===== config.mk =====
export PLATFORM = sky130hd
export DESIGN_NAME = weighted_base_consensus_caller_core
export DESIGN_NICKNAME = d
export VERILOG_FILES = /design/src/rtl/wbcc_pkg.sv /design/src/rtl/weighted_base_consensus_caller_core.sv /design/src/rtl/wbcc_acc.sv /design/src/rtl/wbcc_dec.sv
export SDC_FILE = /design/constraint.sdc
export NUM_CORES = 1
export LEC_CHECK = 0
export ABC_CLOCK_PERIOD_IN_PS = 58900
export BUFFER_PORTS_ARGS = -buffer_cell sky130_fd_sc_hd__buf_2
export CORE_MARGIN = 2
export CORE_UTILIZATION = 41
export CTS_CLUSTER_DIAMETER = 120
export DETAILED_ROUTE_END_ITERATION = 8
export MAX_ROUTING_LAYER = met4
export PLACE_DENSITY_LB_ADDON = 0.08
export SLEW_MARGIN = 10
export SYNTH_ARGS = -nofsm -noshare
export SYNTH_HDL_FRONTEND = slang
export SYNTH_SLANG_ARGS = --single-unit

===== constraint.sdc =====
create_clock -name clk -period 58.9 [get_ports clk]
set_input_delay 11.78 -clock clk [delete_from_list [all_inputs] [get_ports clk]]
set_output_delay 11.78 -clock clk [all_outputs]
set_load 0.01 [all_outputs]

===== src/rtl/wbcc_pkg.sv =====
package wbcc_pkg;

  localparam int ACC_W      = 25;
  localparam int BASE_W     = 3;
  localparam int QUAL_W     = 6;
  localparam int WEIGHT_W   = 17;
  localparam int MINCNT_W   = 8;
  localparam int NUM_BASES  = 4;
  localparam int CFG_IDX_W  = 2;
  localparam int CFG_DATA_W = 17;
  localparam int MUL_W      = ACC_W + 4;

  localparam int MAX_READS_DEF = 256;

  localparam logic [ACC_W-1:0]  ACC_MAX  = '1;
  localparam logic [BASE_W-1:0] BASE_GAP = BASE_W'(4);
  localparam logic              KIND_FOUNDER = 1'b0;

  localparam logic [CFG_IDX_W-1:0] CFG_CORR_EN    = CFG_IDX_W'(0);
  localparam logic [CFG_IDX_W-1:0] CFG_FRIEND_THR = CFG_IDX_W'(1);
  localparam logic [CFG_IDX_W-1:0] CFG_MIN_COUNT  = CFG_IDX_W'(2);

  localparam logic                 CORR_EN_RST    = 1'b1;
  localparam logic [WEIGHT_W-1:0]  FRIEND_THR_RST = WEIGHT_W'(32768);
  localparam logic [MINCNT_W-1:0]  MIN_COUNT_RST  = MINCNT_W'(3);

  typedef logic [NUM_BASES-1:0][ACC_W-1:0] totals_t;

  // accumulators of one finished position, handed to the decision stage
  typedef struct packed {
    totals_t             tot;
    logic [ACC_W-1:0]    sum;
    logic [BASE_W-1:0]   fbase;
    logic [QUAL_W-1:0]   fqual;
  } snap_t;

  function automatic logic [ACC_W-1:0] sat_add(input logic [ACC_W-1:0] a,
                                               input logic [WEIGHT_W-1:0] b);
    logic [ACC_W:0] s;
    s = {1'b0, a} + (ACC_W + 1)'(b);
    return s[ACC_W] ? ACC_MAX : s[ACC_W-1:0];
  endfunction

endpackage


===== src/rtl/weighted_base_consensus_caller_core.sv =====
// Weighted majority consensus caller for one read position. Send a founder item (kind 0) with
// base and quality, then one read item (kind 1) per stacked read; the item with in_last high
// closes the position; the snapshot and output registers hold its result. One item is taken
// every cycle: each item costs one saturating update of the four base totals, the weight sum
// and the friend count in the accumulator registers, and the consensus decision for a closed
// position runs in its own stage behind them, so the next position starts at once. The input
// stalls only while a decided result is held by out_stall and another closed position waits.
// Configuration goes through the cfg port, which is always ready; write it only while no item
// is in flight, which the block itself does not enforce.
module weighted_base_consensus_caller_core #(
  parameter int MAX_READS = wbcc_pkg::MAX_READS_DEF
) (
  input  logic                            clk,
  input  logic                            rst_n,
  input  logic                            in_valid,
  output logic                            in_stall,
  input  logic                            in_kind,
  input  logic [wbcc_pkg::BASE_W-1:0]     in_base,
  input  logic [wbcc_pkg::QUAL_W-1:0]     in_qual,
  input  logic [wbcc_pkg::WEIGHT_W-1:0]   in_weight,
  input  logic                            in_last,
  output logic                            out_valid,
  input  logic                            out_stall,
  output logic [wbcc_pkg::BASE_W-1:0]     out_called_base,
  output logic [wbcc_pkg::QUAL_W-1:0]     out_called_qual,
  output logic                            out_changed,
  input  logic                            cfg_valid,
  output logic                            cfg_ready,
  input  logic [wbcc_pkg::CFG_IDX_W-1:0]  cfg_index,
  input  logic [wbcc_pkg::CFG_DATA_W-1:0] cfg_data
);

  localparam int CNT_W = $clog2(MAX_READS + 1);

  logic                            corr_en_r, corr_en_nxt;
  logic [wbcc_pkg::WEIGHT_W-1:0]   thr_r, thr_nxt;
  logic [wbcc_pkg::MINCNT_W-1:0]   min_cnt_r, min_cnt_nxt;
  logic                            snap_take;
  logic                            snap_vld;
  wbcc_pkg::snap_t                 snap;
  logic [CNT_W-1:0]                snap_cnt;

  assign cfg_ready = 1'b1;

  always_comb begin
    corr_en_nxt = corr_en_r;
    thr_nxt     = thr_r;
    min_cnt_nxt = min_cnt_r;
    if (cfg_valid && cfg_ready) begin
      case (cfg_index)
        wbcc_pkg::CFG_CORR_EN:    corr_en_nxt = cfg_data[0];
        wbcc_pkg::CFG_FRIEND_THR: thr_nxt     = cfg_data[wbcc_pkg::WEIGHT_W-1:0];
        wbcc_pkg::CFG_MIN_COUNT:  min_cnt_nxt = cfg_data[wbcc_pkg::MINCNT_W-1:0];
        default: begin
        end
      endcase
    end
  end

  always_ff @(posedge clk) begin
    if (!rst_n) begin
      corr_en_r <= wbcc_pkg::CORR_EN_RST;
      thr_r     <= wbcc_pkg::FRIEND_THR_RST;
      min_cnt_r <= wbcc_pkg::MIN_COUNT_RST;
    end else begin
      corr_en_r <= corr_en_nxt;
      thr_r     <= thr_nxt;
      min_cnt_r <= min_cnt_nxt;
    end
  end

  wbcc_acc #(
    .MAX_READS (MAX_READS)
  ) u_acc (
    .clk        (clk),
    .rst_n      (rst_n),
    .in_valid   (in_valid),
    .in_kind    (in_kind),
    .in_base    (in_base),
    .in_qual    (in_qual),
    .in_weight  (in_weight),
    .in_last    (in_last),
    .in_stall   (in_stall),
    .friend_thr (thr_r),
    .snap_take  (snap_take),
    .snap_vld   (snap_vld),
    .snap       (snap),
    .snap_cnt   (snap_cnt)
  );

  wbcc_dec #(
    .MAX_READS (MAX_READS)
  ) u_dec (
    .clk             (clk),
    .rst_n           (rst_n),
    .snap_vld        (snap_vld),
    .snap            (snap),
    .snap_cnt        (snap_cnt),
    .snap_take       (snap_take),
    .corr_en         (corr_en_r),
    .min_count       (min_cnt_r),
    .out_valid       (out_valid),
    .out_stall       (out_stall),
    .out_called_base (out_called_base),
    .out_called_qual (out_called_qual),
    .out_changed     (out_changed)
  );

endmodule


===== src/rtl/wbcc_acc.sv =====
module wbcc_acc #(
  parameter int MAX_READS = wbcc_pkg::MAX_READS_DEF,
  localparam int CNT_W = $clog2(MAX_READS + 1)
) (
  input  logic                          clk,
  input  logic                          rst_n,
  input  logic                          in_valid,
  input  logic                          in_kind,
  input  logic [wbcc_pkg::BASE_W-1:0]   in_base,
  input  logic [wbcc_pkg::QUAL_W-1:0]   in_qual,
  input  logic [wbcc_pkg::WEIGHT_W-1:0] in_weight,
  input  logic                          in_last,
  output logic                          in_stall,
  input  logic [wbcc_pkg::WEIGHT_W-1:0] friend_thr,
  input  logic                          snap_take,
  output logic                          snap_vld,
  output wbcc_pkg::snap_t               snap,
  output logic [CNT_W-1:0]              snap_cnt
);

  wbcc_pkg::totals_t               tot_r, tot_nxt, tot_upd;
  logic [wbcc_pkg::ACC_W-1:0]      sum_r, sum_nxt, sum_upd;
  logic [CNT_W-1:0]                cnt_r, cnt_nxt, cnt_upd;
  logic [wbcc_pkg::BASE_W-1:0]     fbase_r, fbase_nxt, fbase_upd;
  logic [wbcc_pkg::QUAL_W-1:0]     fqual_r, fqual_nxt, fqual_upd;
  logic                            snap_vld_r, snap_vld_nxt;
  wbcc_pkg::snap_t                 snap_r;
  logic [CNT_W-1:0]                snap_cnt_r;
  logic                            accept;
  logic                            founder;
  logic                            friend;

  assign in_stall = snap_vld_r & ~snap_take;
  assign accept   = in_valid & ~in_stall;
  assign founder  = (in_kind == wbcc_pkg::KIND_FOUNDER);
  assign friend   = ~founder && (in_base < wbcc_pkg::BASE_GAP) && (in_weight > friend_thr);

  always_comb begin
    for (int k = 0; k < wbcc_pkg::NUM_BASES; k++) begin
      if (founder) begin
        tot_upd[k] = '0;
      end else if (friend && in_base == wbcc_pkg::BASE_W'(k)) begin
        tot_upd[k] = wbcc_pkg::sat_add(tot_r[k], in_weight);
      end else begin
        tot_upd[k] = tot_r[k];
      end
    end
    if (founder) begin
      sum_upd   = '0;
      cnt_upd   = '0;
      fbase_upd = in_base;
      fqual_upd = in_qual;
    end else begin
      sum_upd   = friend ? wbcc_pkg::sat_add(sum_r, in_weight) : sum_r;
      cnt_upd   = (friend && cnt_r < CNT_W'(MAX_READS)) ? cnt_r + CNT_W'(1) : cnt_r;
      fbase_upd = fbase_r;
      fqual_upd = fqual_r;
    end
  end

  always_comb begin
    tot_nxt      = tot_r;
    sum_nxt      = sum_r;
    cnt_nxt      = cnt_r;
    fbase_nxt    = fbase_r;
    fqual_nxt    = fqual_r;
    snap_vld_nxt = snap_take ? 1'b0 : snap_vld_r;
    if (accept) begin
      fbase_nxt = fbase_upd;
      fqual_nxt = fqual_upd;
      if (in_last) begin
        tot_nxt      = '0;
        sum_nxt      = '0;
        cnt_nxt      = '0;
        snap_vld_nxt = 1'b1;
      end else begin
        tot_nxt = tot_upd;
        sum_nxt = sum_upd;
        cnt_nxt = cnt_upd;
      end
    end
  end

  always_ff @(posedge clk) begin
    if (!rst_n) begin
      tot_r      <= '0;
      sum_r      <= '0;
      cnt_r      <= '0;
      fbase_r    <= '0;
      fqual_r    <= '0;
      snap_vld_r <= 1'b0;
    end else begin
      tot_r      <= tot_nxt;
      sum_r      <= sum_nxt;
      cnt_r      <= cnt_nxt;
      fbase_r    <= fbase_nxt;
      fqual_r    <= fqual_nxt;
      snap_vld_r <= snap_vld_nxt;
    end
  end

  always_ff @(posedge clk) begin
    if (accept && in_last) begin
      snap_r.tot   <= tot_upd;
      snap_r.sum   <= sum_upd;
      snap_r.fbase <= fbase_upd;
      snap_r.fqual <= fqual_upd;
      snap_cnt_r   <= cnt_upd;
    end
  end

  assign snap_vld = snap_vld_r;
  assign snap     = snap_r;
  assign snap_cnt = snap_cnt_r;

`ifndef SYNTHESIS
  a_last_snaps: assert property (@(posedge clk) disable iff (!rst_n)
    accept && in_last |=> snap_vld_r)
    else $error("last item did not reach the decision stage");

  a_last_clears: assert property (@(posedge clk) disable iff (!rst_n)
    accept && in_last |=> sum_r == '0 && cnt_r == '0)
    else $error("accumulators not cleared after last item");

  a_sum_bounds: assert property (@(posedge clk) disable iff (!rst_n)
    sum_r >= tot_r[0] && sum_r >= tot_r[1] && sum_r >= tot_r[2] && sum_r >= tot_r[3])
    else $error("base total exceeds weight sum");

  a_cnt_limit: assert property (@(posedge clk) disable iff (!rst_n)
    cnt_r <= CNT_W'(MAX_READS))
    else $error("friend count beyond limit");
`endif

endmodule


===== src/rtl/wbcc_dec.sv =====
module wbcc_dec #(
  parameter int MAX_READS = wbcc_pkg::MAX_READS_DEF,
  localparam int CNT_W = $clog2(MAX_READS + 1)
) (
  input  logic                          clk,
  input  logic                          rst_n,
  input  logic                          snap_vld,
  input  wbcc_pkg::snap_t               snap,
  input  logic [CNT_W-1:0]              snap_cnt,
  output logic                          snap_take,
  input  logic                          corr_en,
  input  logic [wbcc_pkg::MINCNT_W-1:0] min_count,
  output logic                          out_valid,
  input  logic                          out_stall,
  output logic [wbcc_pkg::BASE_W-1:0]   out_called_base,
  output logic [wbcc_pkg::QUAL_W-1:0]   out_called_qual,
  output logic                          out_changed
);

  localparam int CMP_W = (CNT_W > wbcc_pkg::MINCNT_W) ? CNT_W : wbcc_pkg::MINCNT_W;

  logic [1:0]                      best_idx;
  logic [wbcc_pkg::ACC_W-1:0]      best_val;
  logic [wbcc_pkg::ACC_W-1:0]      second_val;
  logic [wbcc_pkg::MUL_W-1:0]      best10, sum7, second10, sum_ext;
  logic                            pass;
  logic [wbcc_pkg::BASE_W-1:0]     cb;
  logic [wbcc_pkg::QUAL_W-1:0]     cq;
  logic                            chg;
  logic                            out_valid_r, out_valid_nxt;
  logic [wbcc_pkg::BASE_W-1:0]     base_r;
  logic [wbcc_pkg::QUAL_W-1:0]     qual_r;
  logic                            changed_r;

  // lowest code wins a tie for best
  always_comb begin
    best_idx = 2'd0;
    for (int k = 1; k < wbcc_pkg::NUM_BASES; k++) begin
      if (snap.tot[k] > snap.tot[best_idx]) begin
        best_idx = 2'(k);
      end
    end
    best_val   = snap.tot[best_idx];
    second_val = '0;
    for (int k = 0; k < wbcc_pkg::NUM_BASES; k++) begin
      if (2'(k) != best_idx && snap.tot[k] > second_val) begin
        second_val = snap.tot[k];
      end
    end
  end

  always_comb begin
    best10   = (wbcc_pkg::MUL_W'(best_val) << 3) + (wbcc_pkg::MUL_W'(best_val) << 1);
    second10 = (wbcc_pkg::MUL_W'(second_val) << 3) + (wbcc_pkg::MUL_W'(second_val) << 1);
    sum_ext  = wbcc_pkg::MUL_W'(snap.sum);
    sum7     = (sum_ext << 3) - sum_ext;
    pass     = corr_en && (snap.sum != '0) &&
               (CMP_W'(snap_cnt) > CMP_W'(min_count)) &&
               (best10 > sum7) && (second10 < sum_ext);
    cb       = pass ? wbcc_pkg::BASE_W'(best_idx) : snap.fbase;
    chg      = (cb != snap.fbase);
    cq       = chg ? '0 : snap.fqual;
  end

  assign snap_take = ~out_valid_r | ~out_stall;

  always_comb begin
    out_valid_nxt = snap_take ? snap_vld : out_valid_r;
  end

  always_ff @(posedge clk) begin
    if (!rst_n) begin
      out_valid_r <= 1'b0;
    end else begin
      out_valid_r <= out_valid_nxt;
    end
  end

  always_ff @(posedge clk) begin
    if (snap_take && snap_vld) begin
      base_r    <= cb;
      qual_r    <= cq;
      changed_r <= chg;
    end
  end

  assign out_valid       = out_valid_r;
  assign out_called_base = base_r;
  assign out_called_qual = qual_r;
  assign out_changed     = changed_r;

`ifndef SYNTHESIS
  a_take_loads: assert property (@(posedge clk) disable iff (!rst_n)
    snap_vld && snap_take |=> out_valid_r)
    else $error("decision taken but no result presented");

  a_changed_qual: assert property (@(posedge clk) disable iff (!rst_n)
    out_valid_r && changed_r |-> qual_r == '0)
    else $error("changed base carries nonzero quality");

  a_changed_base: assert property (@(posedge clk) disable iff (!rst_n)
    out_valid_r && changed_r |-> base_r < wbcc_pkg::BASE_GAP)
    else $error("changed base is not a real call");
`endif

endmodule


==> impl_metrics.env, run 1 <==
export IMPL_cap_violations=0
export IMPL_endpoint_kind="primary output"
export IMPL_min_period_over_period=0.4095
export IMPL_io_buffers=63
export IMPL_num_vias=25090
export IMPL_cts_setup_buffers=0
export IMPL_cp_max_fo=4
export IMPL_worstMarginPinSlew_ns=1.227
export IMPL_drt_wirelength_per_cell_um=22.45
export IMPL_ys_seq_area_frac=0.2921
export IMPL_path_clk_slew_ns=0.06
export IMPL_peakVddDrop_v=0.00001817
export IMPL_synth_edf_count=153
export IMPL_nets=3744
export IMPL_yosysWarnings=0
export IMPL_cts_repair_resized=0
export IMPL_ys_types=93
export IMPL_start_util=0.4160
export IMPL_max_clock_path_buffers=3
export IMPL_boundaryPins=65
export IMPL_critPathMaxStageDelay_ns=0.17
export IMPL_dr_pass1_iters=5
export IMPL_core_um2=65980
export IMPL_syn_num_nets=3750
export IMPL_drt_iter0_markers=1786
export IMPL_layout_drive_gt1_share=0.06803
export IMPL_hold_class="reg2reg"
export IMPL_clock_latency_ns=0.56
export IMPL_areaGrowthSynthToFinish_pct=8.497
export IMPL_status="complete, no violations"
export IMPL_ys_flop_type="dfxtp_1"
export IMPL_cts_buffers=38
export IMPL_antenna_found_initial=1
export IMPL_die_w_um=262.7
export IMPL_drc=0
export IMPL_htreeDepth=2
export IMPL_syn_area_per_cell_um2=8.285
export IMPL_final_cell_mix="ha_1 (378), o21ai_0 (348), nand2_1 (334), a21oi_1 (308), inv_1 (209)"
export IMPL_fin_tns_setup_ns=0
export IMPL_grt_pass1_vias=23960
export IMPL_power_density_nw_per_um2=25.18
export IMPL_crit_type="in2out"
export IMPL_dpl_hpwl_mm=71.99
export IMPL_place_congestion=0.9236
export IMPL_grt_usage=0.2738
export IMPL_async_flop_share=0
export IMPL_row_count=94
export IMPL_setup_violations=0
export IMPL_finalHoldViolations=0
export IMPL_critPathArrivalTime_ns=12.34
export IMPL_drv_slew=0
export IMPL_cp_required_ns=47.12
export IMPL_worst_path_dominant_cell_family="buffers and inverters"
export IMPL_ys_ff_latch=324
export IMPL_ant_nets=0
export IMPL_die_h_um=262.7
export IMPL_startpoint_type="primary input"
export IMPL_wl_mm=94.30
export IMPL_tritoncts_num_sinks=324
export IMPL_cpMostUsedCell="buf_2"
export IMPL_die_area_um2=69030
export IMPL_grt_setup_unrepaired="no"
export IMPL_grt_ovfl_total=0
export IMPL_finClkSkew_ns=0.02593
export IMPL_cts_hold_buf=0
export IMPL_hold_slack_ns=0.4645
export IMPL_relSlewSlack=0.1791
export IMPL_post_route_min_period_ns=24.12
export IMPL_cp_slowest_cell="inv_1"
export IMPL_root_buffer="clkbuf_16"
export IMPL_worstPathCellList="buf_2 > nand3_1 > inv_1 > buf_2"
export IMPL_path_buf_inv=3
export IMPL_p_leak_nw=12.35
export IMPL_fmax_mhz=41.46
export IMPL_syn_instance_count=3313
export IMPL_cts_tree="built"
export IMPL_avgViaCountPerCell=5.973
export IMPL_fill_cells=6447
export IMPL_diodes=0
export IMPL_grt_max_degree=71
export IMPL_layout_commonest_cell="ha_1"
export IMPL_grt_pass1_wl_mm=142.3
export IMPL_synth_area_um2=27450
cells in the mapped netlist (9+ instances only):
library cell / number / area [um2]
o21ai_0: 349 / 1747
nand4_1: 54 / 337.8
nor3_1: 62 / 310.3
a21oi_1: 309 / 1546
and4_1: 9 / 78.83
nor4_1: 27 / 168.9
a22o_1: 49 / 429.2
mux2_2: 17 / 191.4
a211oi_1: 26 / 195.2
a21boi_0: 59 / 442.9
or2_2: 14 / 87.58
and2_1: 16 / 100.1
o31ai_1: 17 / 127.6
a22oi_1: 11 / 82.58
nand3_1: 72 / 360.4
dfxtp_1: 171 / 3423
or3_1: 16 / 100.1
o21bai_1: 27 / 202.7
xor2_1: 33 / 289.0
clkbuf_1: 128 / 480.5
and3_1: 30 / 187.7
mux2i_1: 13 / 130.1
a21o_1: 70 / 525.5
inv_1: 209 / 784.5
ha_1: 378 / 4730
nor2b_1: 47 / 294.0
a41oi_1: 9 / 78.83
nand2b_1: 27 / 168.9
nor2_1: 202 / 758.2
a31oi_1: 47 / 294.0
edfxtp_1: 153 / 4594
xnor2_1: 105 / 919.6
o21a_1: 52 / 390.4
nand2_1: 334 / 1254
o211ai_1: 17 / 127.6
sequential cells by signal, summed over array words and instances (netlist names):
register / cells
u_acc.snap: 134
min_cnt_r: 8
u_dec.out_called_qual: 6
u_acc.snap_cnt: 9
thr_r: 17
corr_en_r: 1
u_dec.out_changed: 1
u_acc.cnt_r: 9
u_dec.out_called_base: 3
u_dec.out_valid: 1
u_acc.fbase_r: 3
u_acc.snap_vld: 1
u_acc.sum_r: 25
u_acc.fqual_r: 6
u_acc.tot_r: 100
final cells by class:
type	count	area, um2	area share
Multi-Input combinational cell	2640	18170	0.6102
Sequential cell	324	8018	0.2692
Tap cell	864	1081	0.03630
Clock buffer	49	1022	0.03433
Inverter	209	784.5	0.02634
Timing Repair Buffer	94	548.0	0.01840
Clock inverter	21	153.9	0.005168
path summary, 6_finish.rpt:
kind	from	end	slack, ns	cells after the start
hold reg to reg	thr_r[16]	thr_r[16]	0.46	2
hold / removal	thr_r[16]	thr_r[16]	0.46	2
setup / recovery	out_stall	in_stall	34.78	4
setup reg to reg	u_acc.snap[83]	u_dec.out_called_base[1]	35.99	83
worst reg2reg max path: cells and delay by family (launching register included):
family	cells	cell delay, ns
AOI/OAI and AO/OA	39	10.95
xor gates and xnor gates	1	0.17
muxes	1	0.32
DFF	1	0.53
adders and majority gates	8	2.79
and+or+nand+nor	26	5.81
buffers and inverters	8	2.11
layer usage:
layer  vias to the layer above  global-route usage  wire [um]
met5                         -                   -          0
met4                         0             0.08760       3128
met3                       156             0.02820       5041
met2                       729              0.4393      42850
met1                     12030              0.3621      43280
li1                      12180                   -          -
report_power, final:
part | leakage, nW | internal (W) | total (W) | switching, W
combinational | 8.88 | 0.000108 | 0.000274 | 0.000166
sequential | 2.88 | 0.000241 | 0.000247 | 0.00000647
clock | 0.584 | 0.000128 | 0.000229 | 0.000101
total | 12.3 | 0.000477 | 0.000750 | 0.000273
per-stage QoR:
stage,instance area (um2),power [W],setup slack [ns],std cells,util
floorplan,27450,0.0004480,35.12,3313,-
finish,29780,0.0007498,34.78,4201,0.4513
detailed placement,28600,0.0005237,34.77,4131,0.4335
global placement,28600,0.0005166,34.75,4131,0.4335
CTS,29780,0.0007551,34.77,4201,0.4513
global route,29780,0.0007963,34.36,4201,0.4513
kinds of logic after synthesis:
| kind of cell | count (synthesis) | synth area share |
|---|---|---|
| and+or+nand+nor | 938 | 0.1623 |
| buffers and inverters | 349 | 0.04800 |
| muxes | 31 | 0.01226 |
| xor gates and xnor gates | 138 | 0.04404 |
| AOI/OAI and AO/OA | 1147 | 0.2637 |
| other | 1 | 0.0001366 |
| adders and majority gates | 385 | 0.1774 |
| DFF | 324 | 0.2921 |
(Power assumes the default switching activity.)
==> run 2, diff against run 1 <==
--- a/config.mk
+++ b/config.mk
@@ -5,7 +5,7 @@
 export SDC_FILE = /design/constraint.sdc
 export NUM_CORES = 1
 export LEC_CHECK = 0
-export ABC_CLOCK_PERIOD_IN_PS = 58900
+export ABC_CLOCK_PERIOD_IN_PS = 23200
 export BUFFER_PORTS_ARGS = -buffer_cell sky130_fd_sc_hd__buf_2
 export CORE_MARGIN = 2
 export CORE_UTILIZATION = 41
==> constraint.sdc (replaced) <==
create_clock -name clk -period 23.2 [get_ports clk]
set_input_delay 4.64 -clock clk [delete_from_list [all_inputs] [get_ports clk]]
set_output_delay 4.64 -clock clk [all_outputs]
set_load 0.01 [all_outputs]
==> impl_metrics.env, run 2 (synthesis results as in run 1) <==
export IMPL_diodes=0
export IMPL_grt_pass1_wl_mm=146.2
export IMPL_cts_tree="built"
export IMPL_max_clock_path_buffers=3
export IMPL_die_w_um=262.7
export IMPL_hold_class="reg2reg"
export IMPL_worstMarginPinSlew_ns=1.275
export IMPL_dr_pass1_iters=7
export IMPL_layout_commonest_cell="ha_1"
export IMPL_fin_tns_setup_ns=0
export IMPL_status="complete, no violations"
export IMPL_fmax_mhz=47.12
export IMPL_relSlewSlack=0.1432
export IMPL_cts_buffers=40
export IMPL_place_congestion=0.9748
export IMPL_layout_drive_gt1_share=0.06737
export IMPL_htreeDepth=2
export IMPL_tritoncts_num_sinks=324
export IMPL_dp_cells=4131
export IMPL_grt_usage=0.2837
export IMPL_switching_share=0.3632
export IMPL_areaGrowthSynthToFinish_pct=8.720
export IMPL_die_h_um=262.7
export IMPL_nets=3746
export IMPL_root_buffer="clkbuf_16"
export IMPL_antenna_found_initial=3
export IMPL_min_path_cells=2
export IMPL_final_cell_mix="ha_1 (378), o21ai_0 (348), nand2_1 (334), a21oi_1 (308), inv_1 (209)"
export IMPL_ant_nets=0
export IMPL_drt_wirelength_per_cell_um=23.17
export IMPL_cp_slowest_cell="a2111oi_0"
export IMPL_wl_mm=97.40
export IMPL_die_area_um2=69030
export IMPL_rr_worst_depth=84
export IMPL_cap_violations=0
export IMPL_cpMostUsedCell="a21oi_1"
export IMPL_power_w=0.001928
export IMPL_boundaryPins=65
export IMPL_finalHoldViolations=0
export IMPL_dpl_hpwl_mm=74.93
export IMPL_setup_violations=0
export IMPL_finClkSkew_ns=0.03336
export IMPL_combPwrFrac=0.360
export IMPL_p_clk_frac=0.313
export IMPL_crit_type="reg2reg"
export IMPL_stdcell_count=4204
export IMPL_core_um2=65980
export IMPL_critPathMaxStageDelay_ns=0.82
export IMPL_num_vias=25120
export IMPL_cts_setup_buffers=0
export IMPL_clock_latency_ns=0.57
export IMPL_io_buffers=63
export IMPL_largest_register_ffs=134
export IMPL_min_period_over_period=0.9148
export IMPL_avgViaCountPerCell=5.976
export IMPL_cp_required_ns=23.50
export IMPL_post_route_min_period_ns=21.22
export IMPL_critPathArrivalTime_ns=21.52
export IMPL_p_leak_nw=12.36
export IMPL_grt_setup_unrepaired="no"
export IMPL_path_clk_slew_ns=0.06
export IMPL_drv_slew=0
export IMPL_switching_power_w=0.0007001
export IMPL_power_density_nw_per_um2=64.59
export IMPL_pwr_share_seq=0.327
export IMPL_cp_max_fo=53
export IMPL_row_count=94
export IMPL_fill_cells=6468
export IMPL_start_util=0.4160
export IMPL_cell_internal_pwr_w=0.001227
export IMPL_peakVddDrop_v=0.00005424
export IMPL_endpoint_kind="flip-flop"
export IMPL_startpoint_type="flip-flop"
export IMPL_grt_pass1_vias=23670
export IMPL_drt_iter0_markers=2026
export IMPL_grt_ovfl_total=0
export IMPL_drc=0
export IMPL_grt_max_degree=73
run 2: cell types whose count changed in the layout (fill, tap and decap cells not counted), sizes merged:
cell and delta:
inv -1, clkinv -4, clkbuf +8
run 2: metal layers:
metal,share of wire,wire length (um),up-vias,track usage
li1,-,-,12180,-
met5,0,0,-,-
met1,0.48,46320,12030,0.3981
met2,0.43,42180,751,0.4242
met4,0.031,3042,0,0.08947
met3,0.060,5854,162,0.03392
run 2: final timing paths:
kind / startpoint / endpoint / slack (ns)
worst max-delay path: u_acc.snap[83] / u_dec.out_called_base[1] / 1.98
worst max register to register: u_acc.snap[83] / u_dec.out_called_base[1] / 1.98
worst min register to register: u_acc.fqual_r[5] / u_acc.fqual_r[5] / 0.46
worst min-delay path: u_acc.fqual_r[5] / u_acc.fqual_r[5] / 0.46
run 2: worst max-delay path, delay by kind of cell, from the launching register on:
kind                     cells  cell delay, ns
AO/OA/AOI/OAI               46           10.74
flip-flops                   1            0.52
multiplexers                 2            0.71
buffers and inverters        4            1.34
adder cells (fa/ha/maj)      8            2.43
XOR/XNOR                     1            0.16
AND/OR/NAND/NOR             23            5.02
run 2: final cells by class:
cell class / instances / area [um2] / share of cell area
clock buffer: 57 / 1095 / 0.03669
clock inverter: 16 / 132.6 / 0.004444
inverter: 209 / 784.5 / 0.02629
multi-input combinational: 2640 / 18180 / 0.6093
sequential: 324 / 8018 / 0.2687
tap: 864 / 1081 / 0.03623
timing repair buffer: 94 / 548.0 / 0.01836
run 2: timing repair:
| action | CTS | global route |
|---|---|---|
| setup endpoints to repair | 0 | 10 |
| resized for setup | 0 | 2 |
| hold buffers | 0 | 0 |
run 2: through the flow:
stage	worst slack [ns]	cell area [um2]	hold WS (ns)	util
final	1.977	29840	0.4609	0.4523
after floorplan	4.449	27450	0.4400	-
after global routing	0.02680	29840	0.4874	0.4523
after CTS	1.851	29830	0.4646	0.4521
after detailed placement	1.977	28600	0.4565	0.4335
after global placement	2.273	28600	0.4461	0.4335
run 2: power groups by stage:
stage                     registers, W  logic, W  clock network [W]
after floorplan               0.000632  0.000506                  0
after global placement        0.000641  0.000675                  0
after detailed placement      0.000641  0.000686                  0
after CTS                     0.000629  0.000691           0.000617
after global routing          0.000630  0.000782           0.000640
final                         0.000629  0.000694           0.000604
